**src/rtl/assert_macros.svh**
```systemverilog
// assertion macros shared by the rtl
`ifndef ASSERT_MACROS_SVH
`define ASSERT_MACROS_SVH

// a implies b in the same cycle
`define AST_IMP(label, clk, rst_n, a, b) \
	label: assert property (@(posedge clk) disable iff (!rst_n) (a) |-> (b)) \
		else $error("assertion failed");

// a implies b in the next cycle
`define AST_NXT(label, clk, rst_n, a, b) \
	label: assert property (@(posedge clk) disable iff (!rst_n) (a) |=> (b)) \
		else $error("assertion failed");

`endif

```
**src/rtl/rsc_pkg.sv**
```systemverilog
// package: types, constants and table reset values of the steer collision check
package rsc_pkg;
	localparam int unsigned FRAC_BITS = 8;
	localparam int unsigned CW = 21;
	localparam int unsigned RW = 20;
	localparam int unsigned PW = 22;
	localparam int unsigned CFG_IW = 3;

	typedef enum logic {
		REQ_LOAD  = 1'b0,
		REQ_QUERY = 1'b1
	} req_type_t;

	localparam logic [CFG_IW-1:0] REG_MAX_STEP = 3'd0;
	localparam logic [CFG_IW-1:0] REG_ACTOR_RADIUS = 3'd1;
	localparam logic [CFG_IW-1:0] REG_GOAL_X = 3'd2;
	localparam logic [CFG_IW-1:0] REG_GOAL_Y = 3'd3;
	localparam logic [CFG_IW-1:0] REG_OBSTACLE_COUNT = 3'd4;

	typedef struct packed {
		logic                 valid;
		logic signed [PW-1:0] x;
		logic signed [PW-1:0] y;
		logic                 hit;
	} pk_t;

	function automatic logic signed [CW-1:0] init_cx(int unsigned i);
		logic signed [CW-1:0] v;
		case (i)
			0: v = CW'(50 << FRAC_BITS);
			1: v = CW'(50 << FRAC_BITS);
			2: v = CW'(300 << FRAC_BITS);
			default: v = '0;
		endcase
		return v;
	endfunction

	function automatic logic signed [CW-1:0] init_cy(int unsigned i);
		logic signed [CW-1:0] v;
		case (i)
			0: v = CW'(50 << FRAC_BITS);
			1: v = CW'(100 << FRAC_BITS);
			2: v = CW'(300 << FRAC_BITS);
			default: v = '0;
		endcase
		return v;
	endfunction

	function automatic logic [RW-1:0] init_rad(int unsigned i);
		logic [RW-1:0] v;
		case (i)
			0: v = RW'(15 << FRAC_BITS);
			1: v = RW'(10 << FRAC_BITS);
			2: v = RW'(60 << FRAC_BITS);
			default: v = '0;
		endcase
		return v;
	endfunction
endpackage

```
**src/rtl/rsc_cell.sv**
```systemverilog
// chain cell: circle distance test of the passing point against one center
module rsc_cell
	import rsc_pkg::*;
(
	input  logic                 clk,
	input  logic                 arst_n,
	input  pk_t                  pk_i,
	input  logic                 en,
	input  logic signed [CW-1:0] cx,
	input  logic signed [CW-1:0] cy,
	input  logic [RW-1:0]        rad,
	input  logic [RW-1:0]        actor,
	output pk_t                  pk_o
);
	pk_t                pk_s1, pk_s2, pk_s3;
	logic               en_s1, en_s2;
	logic signed [22:0] dxo_s1, dyo_s1;
	logic [20:0]        rs_s1;
	logic [44:0]        sqx_s2, sqy_s2;
	logic [41:0]        rs2_s2;
	logic signed [45:0] px, py;
	logic [45:0]        dist2;

	assign px = dxo_s1 * dxo_s1;
	assign py = dyo_s1 * dyo_s1;
	assign dist2 = {1'b0, sqx_s2} + {1'b0, sqy_s2};

	always_ff @(posedge clk or negedge arst_n) begin
		if (!arst_n) begin
			pk_s1 <= '0;
			pk_s2 <= '0;
			pk_s3 <= '0;
			en_s1 <= 1'b0;
			en_s2 <= 1'b0;
			dxo_s1 <= '0;
			dyo_s1 <= '0;
			rs_s1 <= '0;
			sqx_s2 <= '0;
			sqy_s2 <= '0;
			rs2_s2 <= '0;
		end else begin
			pk_s1 <= pk_i;
			en_s1 <= en;
			dxo_s1 <= 23'(pk_i.x) - 23'(cx);
			dyo_s1 <= 23'(pk_i.y) - 23'(cy);
			rs_s1 <= {1'b0, actor} + {1'b0, rad};
			pk_s2 <= pk_s1;
			en_s2 <= en_s1;
			sqx_s2 <= px[44:0];
			sqy_s2 <= py[44:0];
			rs2_s2 <= rs_s1 * rs_s1;
			pk_s3.valid <= pk_s2.valid;
			pk_s3.x <= pk_s2.x;
			pk_s3.y <= pk_s2.y;
			pk_s3.hit <= pk_s2.hit | (en_s2 & (dist2 < {4'd0, rs2_s2}));
		end
	end

	assign pk_o = pk_s3;
endmodule

```
**config.mk**
```make
export PLATFORM = sky130hd
export DESIGN_NAME = rsc_cell
export DESIGN_NICKNAME = d
export VERILOG_FILES = /design/src/rtl/assert_macros.svh /design/src/rtl/rsc_pkg.sv /design/src/rtl/rsc_cell.sv
export SDC_FILE = /design/constraint.sdc
export NUM_CORES = 2
export LEC_CHECK = 0
export BUFFER_PORTS_ARGS = -buffer_cell sky130_fd_sc_hd__buf_4
export CORE_UTILIZATION = 55
export DETAILED_ROUTE_END_ITERATION = 10
export PLACE_DENSITY = 0.77
export REMOVE_ABC_BUFFERS = 1
export SYNTH_ARGS = -nofsm -noshare
export SYNTH_HDL_FRONTEND = slang
export SYNTH_SLANG_ARGS = --single-unit
```
**constraint.sdc**
```tcl
create_clock -name clk -period 7.5 [get_ports clk]
set_clock_uncertainty 0.05 [all_clocks]
set_input_delay 1.5 -clock clk [delete_from_list [all_inputs] [get_ports clk]]
set_output_delay 1.5 -clock clk [all_outputs]
set_load 0.05 [all_outputs]
```
# ---- Word level (Yosys, flattened, before mapping)
# Cells that the tools add are included.
dict set report op_classes {
  magnitude_cmp 1
  bitwise 2
  multipliers 3
  add_sub_neg 4
}
# cell n
set op_table {}
lappend op_table {{multiplier 23 x 23 -> 45 bit} 2}
lappend op_table {{adder 45 x 45 -> 46 bit} 1}
lappend op_table {{less-than comparator 46 x 42 -> 1 bit} 1}
lappend op_table {{subtractor 22 x 21 -> 23 bit} 2}
lappend op_table {{multiplier 21 x 21 -> 42 bit} 1}
lappend op_table {{adder 20 x 20 -> 21 bit} 1}
lappend op_table {{bitwise AND 1 bit} 1}
lappend op_table {{OR 1 bit} 1}
dict set report totals {
  input_bits 131
  word_cells 30
  out_inout_bits 46
  reg_bits 339
}

# ---- Depth between registers and ports, before layout
dict set report depth {
  word_depth 4
  ltp_mapped 29
  ltp_nobuf 27
}

# ---- Worst setup path after synthesis
# No wires, ideal clock.
dict set report synth_path {
  path_kind {register to register}
  startpoint {reg dxo_s1[14]}
  endpoint {reg sqx_s2[42]}
  setup_ns 0.069
  path_buffers 2
  path_slack_ns 0.038
  period_less_slack_ns 7.462
  required_ns 7.381
  arrival_ns 7.343
  path_stages_with_launch 25
  cell_sequence {dfrtp_1 > clkbuf_1 > clkbuf_1 > nand2_1 > fa_1 > inv_1 > fa_1 > inv_1 > fa_1 > fa_1 > inv_1 > fa_1 > fa_1 > fa_1 > ha_1 > a21o_1 > a221o_1 > a21oi_1 > o211ai_2 > a221o_1 > o31a_1 > a31o_2 > a311o_1 > or4_1 > nand3_1}
}
dict set report synth_via {
  elab_chain_cells 1
}
# element line
set synth_rtl {}
lappend synth_rtl {{start: declaration} rsc_cell.sv:17} ;# logic signed [22:0] dxo_s1, dyo_s1;
lappend synth_rtl {{start signal: assignment} rsc_cell.sv:44} ;# dxo_s1 <= 23'(pk_i.x) - 23'(cx);
lappend synth_rtl {{multiplier 23 x 23 -> 45 bit} rsc_cell.sv:24} ;# assign px = dxo_s1 * dxo_s1;
lappend synth_rtl {{net px[42]} rsc_cell.sv:21} ;# logic signed [45:0] px, py;
lappend synth_rtl {{end signal: assignment} rsc_cell.sv:49} ;# sqx_s2 <= px[44:0];
lappend synth_rtl {{end: declaration} rsc_cell.sv:19} ;# logic [44:0] sqx_s2, sqy_s2;
# The timed path passes the listed nets, and every way through them passes these cells.

# ---- Worst setup path in the final report
dict set report layout_path {
  startpoint {reg dxo_s1[3]}
  endpoint {reg sqx_s2[42]}
}
# Same word-level chain as after synthesis.

==> implementation parameters <==
Parameter                              Value

Run status
  Outcome    finished clean

STA
  Pins Over Slew Limit    0
  Count of final hold-check violations    0
  Setup repair after global routing missed its margin    yes
  Maximum clock rate    0.135 GHz
  Final setup fails    0
  Final period utilization    0.988
  Worst setup slack after layout    87.7 ps
  Final critical-path required period    7410 ps
  Setup Total Neg Slack    0 ps
  Worst relative slew slack    0.295
  Slew of the pin with the lowest slew margin    1060 ps

Synthesis
  Combined area of all synthesized cells    60800 um2
  Top flip-flop cell by instance count after synthesis    sky130_fd_sc_hd__dfrtp_1
  Synthesized instance count    6122
  Synthesis-stage register bit count    336
  Average size of a mapped cell    9.93 um2
  Number of warning messages in the yosys log    0
  Async SR Flop Fraction    1.00
  Number of enable-type register cells in the synthesized netlist    0
  Number of distinct standard cells referenced by the synthesized netlist    78
  Share of the yosys chip area belonging to registers    0.138

Final layout
  Number of inserted filler cells in the final layout    8573
  Fraction of layout cells with a size suffix above 1    0.108
  Cell area after layout    67900 um2
  Top library cells by usage in the layout, fill and taps aside    1720 x sky130_fd_sc_hd__inv_1, 1321 x sky130_fd_sc_hd__fa_1, 533 x sky130_fd_sc_hd__ha_1, 483 x sky130_fd_sc_hd__buf_4, 455 x sky130_fd_sc_hd__nand2_1
  Synth-to-Final Area Change    11.6%
  Number of nets at the end of the flow    8537
  Commonest non-fill, non-tap cell in the layout    sky130_fd_sc_hd__inv_1

Worst setup path
  Startpoint kind of the worst setup timing path    flop
  Largest driver fanout on the critical path    6
  Signal arrival time at the worst endpoint    7940 ps
  Required time reported for the critical path endpoint    8030 ps
  Sort of element at the end of the critical path    flop
  Setup Crit Path Kind    flop to flop

Global route
  Vias in the first global route    47298
  Met1 Resource Use GR    0.338
  Most Crowded Layer GR    met2
  Global-route wire length before repair    236 mm
  Global router's overall resource usage    0.265
  Antenna violations before repair    2
  Maximum number of pins on one net before global-route repair    168
  Overflow left after global routing    0
  Met2 usage    0.467
  Met3 usage    0.0346

Worst hold path
  Type of the most critical hold path    flop to flop

Detailed routing
  Number of violations reported at the end of detailed-routing iteration 0    2404
  Remaining DRCs    0
  Drt wl/cell    17.3 um
  Post-route antenna net violation count    0
  Iteration count of the initial detailed-routing pass    6
  Post-DR vias/cell    5.21
  Routed wire length    139 mm
  Total number of vias    41851

Floorplan
  DIE AREA    112000 um2
  Number of primary I/O pins    177
  Core Region    109000 um2
  Die extent in y    334 um
  Initial core utilization    0.557
  Horizontal die dimension    334 um
  Placement Rows    121

Placed design
  Routability congestion estimate    0.922
  Half-perimeter wire length after placement    119 mm
  Worst setup slack before clock tree synthesis    -146 ps
  Number of I/O port buffers    176
  Area of placed instances    65900 um2

Clock network
  Clock Path Buffers    3
  TritonCTS clock tree    done
  Root Buffer Master    sky130_fd_sc_hd__clkbuf_16
  Clock slew at reported path FFs    70 ps
  Maximum level of the CTS H-tree    2
  Worst-Skew Late Latency    640 ps
  Number of buffers created by CTS    40
  Clock tree sinks    336

Job
  MaxCap Viol Count    0
-- layer usage --
| metal | vias to the layer above | wire length, um |
|---|---|---|
| met2 | 1173 | 71500 |
| met1 | 21394 | 55500 |
| met5 | - | 13 |
| met4 | 2 | 4740 |
| li1 | 18987 | - |
| met3 | 295 | 7310 |
-- sequential cells by signal, indices dropped and copies added, names as in the netlist --
register	cells
pk_o	46
en_s2	1
sqy_s2	44
pk_s1	46
dxo_s1	23
rs_s1	21
sqx_s2	44
dyo_s1	23
en_s1	1
pk_s2	46
rs2_s2	41
-- worst max-delay path: stages, from the launching register on --
cell and delay [ps]:
sky130_fd_sc_hd__dfrtp_2 470, sky130_fd_sc_hd__buf_6 130, sky130_fd_sc_hd__and2_4 130, sky130_fd_sc_hd__inv_2 30, sky130_fd_sc_hd__fa_1 490, sky130_fd_sc_hd__inv_1 50, sky130_fd_sc_hd__fa_1 500, sky130_fd_sc_hd__fa_1 450
sky130_fd_sc_hd__fa_2 590, sky130_fd_sc_hd__fa_1 440, sky130_fd_sc_hd__fa_1 570, sky130_fd_sc_hd__inv_2 40, sky130_fd_sc_hd__fa_2 520, sky130_fd_sc_hd__inv_2 40, sky130_fd_sc_hd__ha_4 150, sky130_fd_sc_hd__a21o_1 180
sky130_fd_sc_hd__a221o_1 390, sky130_fd_sc_hd__a21oi_2 180, sky130_fd_sc_hd__o211ai_2 170, sky130_fd_sc_hd__a221o_1 370, sky130_fd_sc_hd__o31a_1 300, sky130_fd_sc_hd__a31o_2 280, sky130_fd_sc_hd__a311o_1 360, sky130_fd_sc_hd__or4_1 410
sky130_fd_sc_hd__nand3_1 90
-- synth_stat cells, types with 60 or more instances --
cell type	count	area (um2)
sky130_fd_sc_hd__dfrtp_1	336	8410
sky130_fd_sc_hd__ha_1	547	6840
sky130_fd_sc_hd__o21ai_0	116	581
sky130_fd_sc_hd__xor2_1	64	561
sky130_fd_sc_hd__nor2_1	187	702
sky130_fd_sc_hd__xnor2_1	178	1560
sky130_fd_sc_hd__nand2_1	463	1740
sky130_fd_sc_hd__and2_1	297	1860
sky130_fd_sc_hd__clkbuf_1	141	529
sky130_fd_sc_hd__a21oi_1	154	771
sky130_fd_sc_hd__fa_1	1332	26700
sky130_fd_sc_hd__nor2b_1	60	375
sky130_fd_sc_hd__a21o_1	78	586
sky130_fd_sc_hd__inv_1	1728	6490
-- what timing repair did --
action,CTS,global route
pin swaps,0,37
endpoints found under the setup margin,7,17
setup buffers,0,19
hold buffers,0,0
gates resized for setup,8,112
-- kinds of logic (layout without fill, tap and decap cells) --
logic type	count (synthesis)	in the layout	synth area share
adders and majority gates	1879	1879	0.551
buffers and inverters	1873	2308	0.116
other	0	1	0
DFF	336	336	0.138
xor gates and xnor gates	242	242	0.0349
AOI/OAI and AO/OA	562	562	0.0606
and+or+nand+nor	1224	1224	0.0984
muxes	6	6	0.00107
-- layout make-up --
type                            instances  area [um2]  area share
Antenna cell                            1        2.50   0.0000369
Clock buffer                           49        1080      0.0160
Clock inverter                         23         310     0.00457
Inverter                             1730        6490      0.0957
Multi-Input combinational cell       3913       45700       0.673
Sequential cell                       336        8450       0.125
Tap cell                             1476        1850      0.0272
Timing Repair Buffer                  506        3990      0.0588
-- path summary, 6_finish.rpt --
kind,start,endpoint,slack (ps),cells past startpoint
min,pk_s1[44],pk_s2[44],270,0
max reg2reg,dxo_s1[3],sqx_s2[42],90,24
min in group asynchronous,arst_n,rs_s1[6],810,1
max in group asynchronous,arst_n,dyo_s1[5],4940,2
min reg2reg,pk_s1[44],pk_s2[44],270,0
max,dxo_s1[3],sqx_s2[42],90,24
-- per-stage QoR --
stage / instances / utilization / hold WS (ps)
finish: 8034 / 0.622 / 272
CTS: 8014 / 0.617 / 255
detailed placement: 7942 / 0.604 / 285
floorplan: 5979 / - / 281
global route: 8033 / 0.622 / 278
global placement: 7942 / 0.604 / 281
Power is not shown: default switching activity piles up to over one toggle a cycle in this logic, so the estimate is an artifact.
